`config.mk`:
```
export PLATFORM = sky130hd
export DESIGN_NAME = biquad_cascade_bandpass_flat
export DESIGN_NICKNAME = d
export VERILOG_FILES = /design/src/sv/bqc_pkg.sv /design/src/sv/bqc_sample_if.sv /design/src/sv/bqc_result_if.sv /design/src/sv/biquad_cascade_bandpass.sv /design/src/flat_wrapper.sv
export SDC_FILE = /design/constraint.sdc
export NUM_CORES = 2
export LEC_CHECK = 0
export BUFFER_PORTS_ARGS = -buffer_cell sky130_fd_sc_hd__buf_2
export CAP_MARGIN = 20
export CORE_MARGIN = 5
export CORE_UTILIZATION = 65
export DETAILED_ROUTE_END_ITERATION = 10
export PLACE_DENSITY_LB_ADDON = 0.12
export SLEW_MARGIN = 10
export SYNTH_ARGS = -nofsm -noshare
export SYNTH_HDL_FRONTEND = slang
export SYNTH_SLANG_ARGS = --single-unit
```
`constraint.sdc`:
```
create_clock -name clk_i -period 16.3 [get_ports clk_i]
set_input_delay 3.26 -clock clk_i [delete_from_list [all_inputs] [get_ports clk_i]]
set_output_delay 3.26 -clock clk_i [all_outputs]
set_load 0.05 [all_outputs]
```
`src/sv/bqc_pkg.sv`:
```
// Shared constants, types and coefficient tables of the band-pass biquad cascade.
// No dependencies; used by the interfaces, the top level and the checker.
package bqc_pkg;

  localparam int COEF_FRAC_BITS  = 28;
  localparam int STATE_FRAC_BITS = 24;
  localparam int OUT_FRAC_BITS   = 14;

  localparam int SAMPLE_W = 16;
  localparam int STATE_W  = 48;
  localparam int OUT_W    = 32;
  // Coefficient magnitude, wide enough for |-2.0| at the finest coefficient scale
  localparam int COEF_W   = 32;

  localparam int NUM_SEC = 2;
  localparam int NUM_POS = 5;

  typedef logic signed [SAMPLE_W-1:0] sample_t;
  typedef logic signed [OUT_W-1:0]    result_t;
  typedef logic signed [STATE_W-1:0]  state_t;

  // b0, b1, b2, a1, a2 of each section, signed Q2.30
  localparam longint COEF_Q30 [NUM_SEC][NUM_POS] = '{
    '{64'sd39271931, 64'sd78543862, 64'sd39271931, -64'sd1525090081, 64'sd626377089},
    '{64'sd1073741824, -64'sd2147483648, 64'sd1073741824, -64'sd2057569497,
      64'sd988770576}
  };

  localparam int COEF_RSHIFT = 30 - COEF_FRAC_BITS;

  // Sequence position to coefficient slot: b0, b1, a1, b2, a2
  function automatic int coef_slot(int pos);
    int k;
    case (pos)
      2:       k = 3;
      3:       k = 2;
      default: k = pos;
    endcase
    return k;
  endfunction

  function automatic logic [COEF_W-1:0] coef_mag(int sec, int pos);
    longint q;
    longint m;
    q = COEF_Q30[sec][coef_slot(pos)];
    m = (q < 0) ? -q : q;
    if (COEF_RSHIFT > 0) begin
      m = (m + ((longint'(1) <<< COEF_RSHIFT) >>> 1)) >>> COEF_RSHIFT;
    end
    return m[COEF_W-1:0];
  endfunction

  function automatic logic coef_neg(int sec, int pos);
    return COEF_Q30[sec][coef_slot(pos)] < 0;
  endfunction

  localparam logic [COEF_W-1:0] COEF_MAG [NUM_SEC][NUM_POS] = '{
    '{coef_mag(0, 0), coef_mag(0, 1), coef_mag(0, 2), coef_mag(0, 3), coef_mag(0, 4)},
    '{coef_mag(1, 0), coef_mag(1, 1), coef_mag(1, 2), coef_mag(1, 3), coef_mag(1, 4)}
  };

  localparam logic COEF_NEG [NUM_SEC][NUM_POS] = '{
    '{coef_neg(0, 0), coef_neg(0, 1), coef_neg(0, 2), coef_neg(0, 3), coef_neg(0, 4)},
    '{coef_neg(1, 0), coef_neg(1, 1), coef_neg(1, 2), coef_neg(1, 3), coef_neg(1, 4)}
  };

endpackage

```
`src/sv/bqc_sample_if.sv`:
```
// Input channel of the biquad cascade: one raw sensor sample per item.
// Depends on bqc_pkg.
interface bqc_sample_if;
  logic              valid;
  logic              ready;
  bqc_pkg::sample_t  sample_in;

  modport source (output valid, output sample_in, input ready);
  modport sink   (input valid, input sample_in, output ready);
endinterface

```
`src/sv/bqc_result_if.sv`:
```
// Output channel of the biquad cascade: one filtered sample per item.
// Depends on bqc_pkg.
interface bqc_result_if;
  logic              valid;
  logic              ready;
  bqc_pkg::result_t  filtered_out;

  modport source (output valid, output filtered_out, input ready);
  modport sink   (input valid, input filtered_out, output ready);
endinterface

```
`src/sv/biquad_cascade_bandpass.sv`:
```
// Band-pass filter: low-pass biquad followed by high-pass biquad, transposed direct form II.
// Depends on bqc_pkg, bqc_sample_if and bqc_result_if.
//
// Usage:
//   sample_i carries one signed 16-bit sample per item (valid/ready, accepted when both
//   are high). result_o carries one signed 32-bit sample with 14 fractional bits per item.
//   sample_i.ready is high only while the sequencer is idle. An item runs through
//   10 coefficient products on the one shared 24x32 multiplier and accumulator,
//   each in the steps operand load, low half, high half and accumulate, and then
//   an output step that rescales and saturates the output. The next item is taken in
//   the cycle the result appears, so the sequencer takes no new item before it is
//   through with the last one.
//   The result sits in an output register; a new item is accepted while it waits. If the
//   receiver still stalls when the next result is ready, the sequencer holds in its
//   output step until the register frees.
//   Reset (rst_ni low, asynchronous) clears the four delay registers, the sequencer
//   and the output valid flag.
module biquad_cascade_bandpass (
  input  logic         clk_i,
  input  logic         rst_ni,
  bqc_sample_if.sink   sample_i,
  bqc_result_if.source result_o
);

  localparam int STATE_W = bqc_pkg::STATE_W;
  localparam int HALF_W  = STATE_W / 2;
  localparam int COEF_W  = bqc_pkg::COEF_W;
  localparam int PART_W  = HALF_W + COEF_W;
  localparam int PROD_W  = STATE_W + COEF_W;
  localparam int ACC_W   = STATE_W + 2;
  localparam int OUT_W   = bqc_pkg::OUT_W;

  localparam int OUT_SHR = (bqc_pkg::STATE_FRAC_BITS >= bqc_pkg::OUT_FRAC_BITS) ?
                           bqc_pkg::STATE_FRAC_BITS - bqc_pkg::OUT_FRAC_BITS : 0;
  localparam int OUT_SHL = (bqc_pkg::STATE_FRAC_BITS < bqc_pkg::OUT_FRAC_BITS) ?
                           bqc_pkg::OUT_FRAC_BITS - bqc_pkg::STATE_FRAC_BITS : 0;

  localparam logic [PROD_W-1:0] PROD_ROUND =
    PROD_W'((longint'(1) <<< bqc_pkg::COEF_FRAC_BITS) >>> 1);
  localparam logic [PROD_W-1:0] LIM_POS = PROD_W'((longint'(1) <<< (STATE_W - 1)) - 1);
  localparam logic [PROD_W-1:0] LIM_NEG = PROD_W'(longint'(1) <<< (STATE_W - 1));
  localparam logic signed [ACC_W-1:0] SAT_HI = ACC_W'((longint'(1) <<< (STATE_W - 1)) - 1);
  localparam logic signed [ACC_W-1:0] SAT_LO = -ACC_W'(longint'(1) <<< (STATE_W - 1));
  localparam logic signed [ACC_W-1:0] OUT_HALF = ACC_W'((longint'(1) <<< OUT_SHR) >>> 1);
  localparam logic signed [ACC_W-1:0] OUT_HI = ACC_W'((longint'(1) <<< (OUT_W - 1)) - 1);
  localparam logic signed [ACC_W-1:0] OUT_LO = -ACC_W'(longint'(1) <<< (OUT_W - 1));

  // Sequencer states
  localparam logic [2:0] ST_IDLE = 3'd0;
  localparam logic [2:0] ST_OPR  = 3'd1;
  localparam logic [2:0] ST_MLO  = 3'd2;
  localparam logic [2:0] ST_MHI  = 3'd3;
  localparam logic [2:0] ST_ACC  = 3'd4;
  localparam logic [2:0] ST_CONV = 3'd5;

  // Product positions within one section
  localparam logic [2:0] POS_B0 = 3'd0;
  localparam logic [2:0] POS_B1 = 3'd1;
  localparam logic [2:0] POS_A1 = 3'd2;
  localparam logic [2:0] POS_B2 = 3'd3;
  localparam logic [2:0] POS_A2 = 3'd4;

  logic [2:0]               state_q, state_d;
  logic                     sec_q, sec_d;
  logic [2:0]               pos_q, pos_d;
  bqc_pkg::state_t          x_q, x_d;
  bqc_pkg::state_t          y_q, y_d;
  logic signed [ACC_W-1:0]  acc_q, acc_d;
  logic [STATE_W-1:0]       mag_q, mag_d;
  logic                     neg_q, neg_d;
  logic [PART_W-1:0]        plo_q, plo_d;
  logic [PROD_W-1:0]        psum_q, psum_d;
  bqc_pkg::state_t          dly_one_q [bqc_pkg::NUM_SEC];
  bqc_pkg::state_t          dly_two_q [bqc_pkg::NUM_SEC];
  bqc_pkg::state_t          dly_one_d, dly_two_d;
  logic                     out_valid_q, out_valid_d;
  bqc_pkg::result_t         out_data_q, out_data_d;

  logic [COEF_W-1:0]        coef_mag;
  logic [HALF_W-1:0]        mul_a;
  logic [PART_W-1:0]        mul_p;
  logic                     is_a_op;
  bqc_pkg::state_t          opnd;
  logic [PROD_W-1:0]        rmag_full;
  logic [PROD_W-1:0]        rlim;
  logic [STATE_W-1:0]       rsat;
  logic signed [ACC_W-1:0]  base;
  logic signed [ACC_W-1:0]  mag_ext;
  logic signed [ACC_W-1:0]  sum;
  bqc_pkg::state_t          sum_sat;
  logic signed [ACC_W-1:0]  conv_ext;
  logic signed [ACC_W-1:0]  conv_adj;
  logic signed [ACC_W-1:0]  conv_val;
  logic                     out_free;

  function automatic bqc_pkg::state_t sat_state(logic signed [ACC_W-1:0] v);
    bqc_pkg::state_t r;
    if (v > SAT_HI) begin
      r = SAT_HI[STATE_W-1:0];
    end else if (v < SAT_LO) begin
      r = SAT_LO[STATE_W-1:0];
    end else begin
      r = v[STATE_W-1:0];
    end
    return r;
  endfunction

  assign coef_mag = bqc_pkg::COEF_MAG[sec_q][pos_q];
  assign is_a_op  = (pos_q == POS_A1) || (pos_q == POS_A2);
  assign opnd     = is_a_op ? y_q : x_q;

  // Shared multiplier: low half of the magnitude, then the high half
  assign mul_a = (state_q == ST_MHI) ? mag_q[STATE_W-1:HALF_W] : mag_q[HALF_W-1:0];
  assign mul_p = PART_W'(mul_a) * PART_W'(coef_mag);

  // Rounded product magnitude, clipped to the 48-bit range of its sign
  assign rmag_full = psum_q >> bqc_pkg::COEF_FRAC_BITS;
  assign rlim      = neg_q ? LIM_NEG : LIM_POS;
  assign rsat      = (rmag_full > rlim) ? rlim[STATE_W-1:0] : rmag_full[STATE_W-1:0];
  assign mag_ext   = ACC_W'({2'b00, rsat});

  always_comb begin
    case (pos_q)
      POS_B0:  base = ACC_W'(dly_one_q[sec_q]);
      POS_B1:  base = ACC_W'(dly_two_q[sec_q]);
      POS_B2:  base = '0;
      default: base = acc_q;
    endcase
  end

  // Subtract when the signed product, after the a-term negation, is negative
  assign sum     = (neg_q ^ is_a_op) ? base - mag_ext : base + mag_ext;
  assign sum_sat = sat_state(sum);

  // Output rescale: round half away from zero on a right shift, exact on a left shift
  assign conv_ext = ACC_W'(y_q);
  assign conv_adj = ACC_W'({1'b0, (y_q[STATE_W-1] && (OUT_SHR != 0))});
  assign conv_val = ((conv_ext + OUT_HALF - conv_adj) >>> OUT_SHR) <<< OUT_SHL;

  assign out_free = !out_valid_q || result_o.ready;

  always_comb begin
    state_d     = state_q;
    sec_d       = sec_q;
    pos_d       = pos_q;
    x_d         = x_q;
    y_d         = y_q;
    acc_d       = acc_q;
    mag_d       = mag_q;
    neg_d       = neg_q;
    plo_d       = plo_q;
    psum_d      = psum_q;
    dly_one_d   = dly_one_q[sec_q];
    dly_two_d   = dly_two_q[sec_q];
    out_valid_d = out_valid_q && !result_o.ready;
    out_data_d  = out_data_q;

    case (state_q)
      ST_IDLE: begin
        if (sample_i.valid) begin
          x_d     = STATE_W'(sample_i.sample_in) <<< bqc_pkg::STATE_FRAC_BITS;
          sec_d   = 1'b0;
          pos_d   = POS_B0;
          state_d = ST_OPR;
        end
      end
      ST_OPR: begin
        mag_d   = opnd[STATE_W-1] ? STATE_W'(-opnd) : STATE_W'(opnd);
        neg_d   = opnd[STATE_W-1] ^ bqc_pkg::COEF_NEG[sec_q][pos_q];
        state_d = ST_MLO;
      end
      ST_MLO: begin
        plo_d   = mul_p;
        state_d = ST_MHI;
      end
      ST_MHI: begin
        psum_d  = PROD_W'({mul_p, {HALF_W{1'b0}}}) + PROD_W'(plo_q) + PROD_ROUND;
        state_d = ST_ACC;
      end
      ST_ACC: begin
        case (pos_q)
          POS_B0:  y_d       = sum_sat;
          POS_A1:  dly_one_d = sum_sat;
          POS_A2:  dly_two_d = sum_sat;
          default: acc_d     = sum;
        endcase
        state_d = ST_OPR;
        if (pos_q == POS_A2) begin
          pos_d = POS_B0;
          if (sec_q) begin
            state_d = ST_CONV;
          end else begin
            // section output feeds the next section
            x_d   = y_q;
            sec_d = 1'b1;
          end
        end else begin
          pos_d = pos_q + 3'd1;
        end
      end
      ST_CONV: begin
        // hold until the output register frees
        if (out_free) begin
          if (conv_val > OUT_HI) begin
            out_data_d = OUT_HI[OUT_W-1:0];
          end else if (conv_val < OUT_LO) begin
            out_data_d = OUT_LO[OUT_W-1:0];
          end else begin
            out_data_d = conv_val[OUT_W-1:0];
          end
          out_valid_d = 1'b1;
          state_d     = ST_IDLE;
        end
      end
      default: begin
        state_d = ST_IDLE;
      end
    endcase
  end

  always_ff @(posedge clk_i or negedge rst_ni) begin
    if (!rst_ni) begin
      state_q     <= ST_IDLE;
      sec_q       <= 1'b0;
      pos_q       <= POS_B0;
      out_valid_q <= 1'b0;
      for (int i = 0; i < bqc_pkg::NUM_SEC; i++) begin
        dly_one_q[i] <= '0;
        dly_two_q[i] <= '0;
      end
    end else begin
      state_q            <= state_d;
      sec_q              <= sec_d;
      pos_q              <= pos_d;
      out_valid_q        <= out_valid_d;
      dly_one_q[sec_q]   <= dly_one_d;
      dly_two_q[sec_q]   <= dly_two_d;
    end
  end

  always_ff @(posedge clk_i) begin
    x_q        <= x_d;
    y_q        <= y_d;
    acc_q      <= acc_d;
    mag_q      <= mag_d;
    neg_q      <= neg_d;
    plo_q      <= plo_d;
    psum_q     <= psum_d;
    out_data_q <= out_data_d;
  end

  assign sample_i.ready        = (state_q == ST_IDLE);
  assign result_o.valid        = out_valid_q;
  assign result_o.filtered_out = out_data_q;

endmodule

```
`src/flat_wrapper.sv`:
```
// flat-port wrapper written by rule: the top's interface ports become plain ports
module biquad_cascade_bandpass_flat 
  (clk_i, rst_ni, sample_i_valid, sample_i_sample_in, sample_i_ready, result_o_valid, result_o_filtered_out, result_o_ready);
  bqc_sample_if sample_i_i ();
  bqc_result_if result_o_i ();
  input  logic clk_i;
  input  logic rst_ni;
  input wire logic [$bits(sample_i_i.valid)-1:0] sample_i_valid;
  input wire logic [$bits(sample_i_i.sample_in)-1:0] sample_i_sample_in;
  output wire logic [$bits(sample_i_i.ready)-1:0] sample_i_ready;
  output wire logic [$bits(result_o_i.valid)-1:0] result_o_valid;
  output wire logic [$bits(result_o_i.filtered_out)-1:0] result_o_filtered_out;
  input wire logic [$bits(result_o_i.ready)-1:0] result_o_ready;
  assign sample_i_i.valid = sample_i_valid;
  assign sample_i_i.sample_in = sample_i_sample_in;
  assign sample_i_ready = sample_i_i.ready;
  assign result_o_valid = result_o_i.valid;
  assign result_o_filtered_out = result_o_i.filtered_out;
  assign result_o_i.ready = result_o_ready;
  biquad_cascade_bandpass u_core (.clk_i(clk_i), .rst_ni(rst_ni), .sample_i(sample_i_i), .result_o(result_o_i));
endmodule
```
==> metrics.txt <==
Hold Buf Count CTS=0; Synthesis Warnings=0; vias in the first global route=approximately 46000; Synth area leader=fa_1; initial antenna violation count=10; # DRC=0; Period Utilization, post-route=77.7%; count of input and output buffers=53; grt ovf=0; clock-pin slew on the worst setup and hold paths=around 60 ps; die area=92400 µm²; Final Wtd Congestion=between 1 and 1.5; Primary FF master, synth=edfxtp_1; final net count=between 7000 and 8000; syn_area_per_cell=a little over 9 µm²; WP data arrival=13010 ps; final WL=around 190000 µm; I/O pin cnt=54; Root Driver=clkbuf_16; FMAX=0.0789 GHz; H-tree depth=2; Synth Instances=6055; Crit Path Class=reg2reg; Post-synth EDFFs=311; worst hold margin=roughly 480 ps; Chip Width=304 µm; RSZ-0062 raised after global routing=false; critical path's slowest cell=dfrtp_1; DR WL/cell=25.8 µm; synthesized area=56200 µm²; Final Hold Vio Count=0; post-CTS sizing=0; largest net degree at the start of global routing=roughly 120; number of fill cells in the layout=6717; final setup violating endpoints=0; antenna viol nets, final=0; outcome=complete, no violations; critical path required time=16650 ps; Tmin final=~13000 ps; setup TNS=0 ps; DR pass1 iterations=8; cts bufs inserted=55; drt via density=6.48; Commonest cells post-synth=804 x inv_1, 672 x nand2_1, 617 x fa_1; share of cells above drive strength 1=8.32%; worst-path maximum fanout=29; Syn Nets=7099; CP startpoint kind=register; worst hold path class=reg2reg; Synth top area share=between 20 and 25%; Synth async-reset ratio=approximately two fifths; register area=about 14000 µm²; DRT iter0 DRCs=5595; Max-slew headroom=20.3%; max cap viols=0; CTS tree=built; Setup Buffers After CTS=0; Clock Tree Buf Depth=3; Worst-Skew Late Latency=660 ps; Distinct cells, synth=93; CP Capture Type=register; Core Area=85400 µm²; Worst Clk Skew=49.5 ps; Worst path max stage delay=just over 1000 ps; Die H=304 µm; first-pass GRT wire length=281000 µm; GR Util All Layers=39.7%; pin slew with the least headroom to its limit=1190 ps; P&R area growth vs syn=6.29%; Via Count=46500; clk sinks=511; # rows=107; area of the multi-input gates=37900 µm²; Seq/Total Area, Yosys=25.5%; most common cell in the netlist=inv_1; Max Slew Vio Count=0; Initial Util=about two thirds; top cells by area, synth=fa_1 22%, edfxtp_1 17%, ha_1 9.1%, dfrtp_1 8.9%, inv_1 5.4%; Synth Register Bits=511; DP HPWL=around 140000 µm
-- critical path, delay by kind of cell (launching register included) --
kind | cells | cell delay [ps]
flip-flops | 1 | 1010
adder cells (fa/ha/maj) | 10 | 4410
XOR/XNOR | 2 | 390
AO/OA/AOI/OAI | 10 | 2480
AND/OR/NAND/NOR | 9 | 3330
buffers and inverters | 6 | 800
-- layout by cell type, fill, tap and decap left out, types with 19 or more instances in the layout --
master / instances
a211oi_1: 29
mux2_2: 147
o221ai_1: 53
nor4_1: 22
nor2_1: 527
inv_1: 803
and2_1: 34
o211ai_1: 27
o21ai_1: 96
a21o_1: 130
buf_4: 89
xnor2_1: 133
a31oi_1: 48
o31ai_1: 19
buf_2: 52
or3_1: 26
nor2b_1: 28
xor2_1: 74
edfxtp_1: 311
o21bai_1: 24
a21oi_1: 372
nand2b_1: 33
nand2_1: 670
mux2i_1: 111
dfrtp_1: 199
a221oi_1: 24
ha_1: 407
nand3_1: 64
and3_1: 29
nor3_1: 106
o21a_1: 55
o21ai_0: 218
clkbuf_16: 55
fa_1: 617
a21oi_2: 33
nand4_1: 49
-- logic make-up after synthesis --
family                     count (synthesis)  synth area share [%]
buffers and inverters                   1098                  7.39
muxes                                    284                  5.41
AOI/OAI and AO/OA                       1256                  14.2
and+or+nand+nor                         1672                  13.1
DFF                                      511                  25.5
xor gates and xnor gates                 210                  3.34
adders and majority gates               1024                  31.1
-- flip-flops by register name, indices dropped and copies added, names as in the netlist, 32 cells and up --
name	count
u_core.psum_q	52
u_core.acc_q	50
u_core.dly_one_q	96
u_core.x_q	48
u_core.y_q	48
u_core.plo_q	32
u_core.result_o.filtered_out	32
u_core.dly_two_q	96
u_core.mag_q	48
-- final timing paths --
| kind | startpoint | endpoint | slack [ps] | cells after the start |
|---|---|---|---|---|
| setup / recovery | u_core.pos_q[2] | u_core.psum_q[79] | 3630 | 37 |
| max in group asynchronous | rst_ni | u_core.sec_q | 11390 | 3 |
| setup reg to reg | u_core.pos_q[2] | u_core.psum_q[79] | 3630 | 37 |
| hold / removal | u_core.dly_two_q[47] | u_core.dly_two_q[47] | 480 | 2 |
| min in group asynchronous | rst_ni | u_core.dly_one_q[12] | 2650 | 1 |
| hold reg to reg | u_core.dly_two_q[47] | u_core.dly_two_q[47] | 480 | 2 |
-- per-layer routing --
metal | GRT usage, % | part of all wire (%) | vias to the layer above
met5 | 0 | 0.026 | -
met1 | 55.6 | 40 | 22700
met3 | 13.1 | 14 | 596
met4 | 16.7 | 5.5 | 8
li1 | - | - | 20300
met2 | 57.1 | 41 | 2852
-- cell type report --
type | count | share of cell area (%)
Inverter | 816 | 5.13
Sequential cell | 511 | 24.0
Timing Repair Buffer | 147 | 1.71
Clock inverter | 38 | 0.769
Tap cell | 1144 | 2.40
Clock buffer | 66 | 2.46
Multi-Input combinational cell | 4446 | 63.5
Antenna cell | 5 | 0.0210
-- through the flow --
stage / utilization, % / cell area [µm²] / instances / worst slack, ps
after floorplan: - / 56200 / 6055 / 4740
after global placement: 67.5 / 57700 / 7060 / 4180
after detailed placement: 67.6 / 57700 / 7062 / 3860
after CTS: 69.8 / 59600 / 7166 / 3780
after global routing: 69.9 / 59700 / 7168 / 2680
final: 69.9 / 59700 / 7173 / 3630
Power is not shown: default switching activity piles up to over one toggle a cycle in this logic, so the estimate is an artifact.
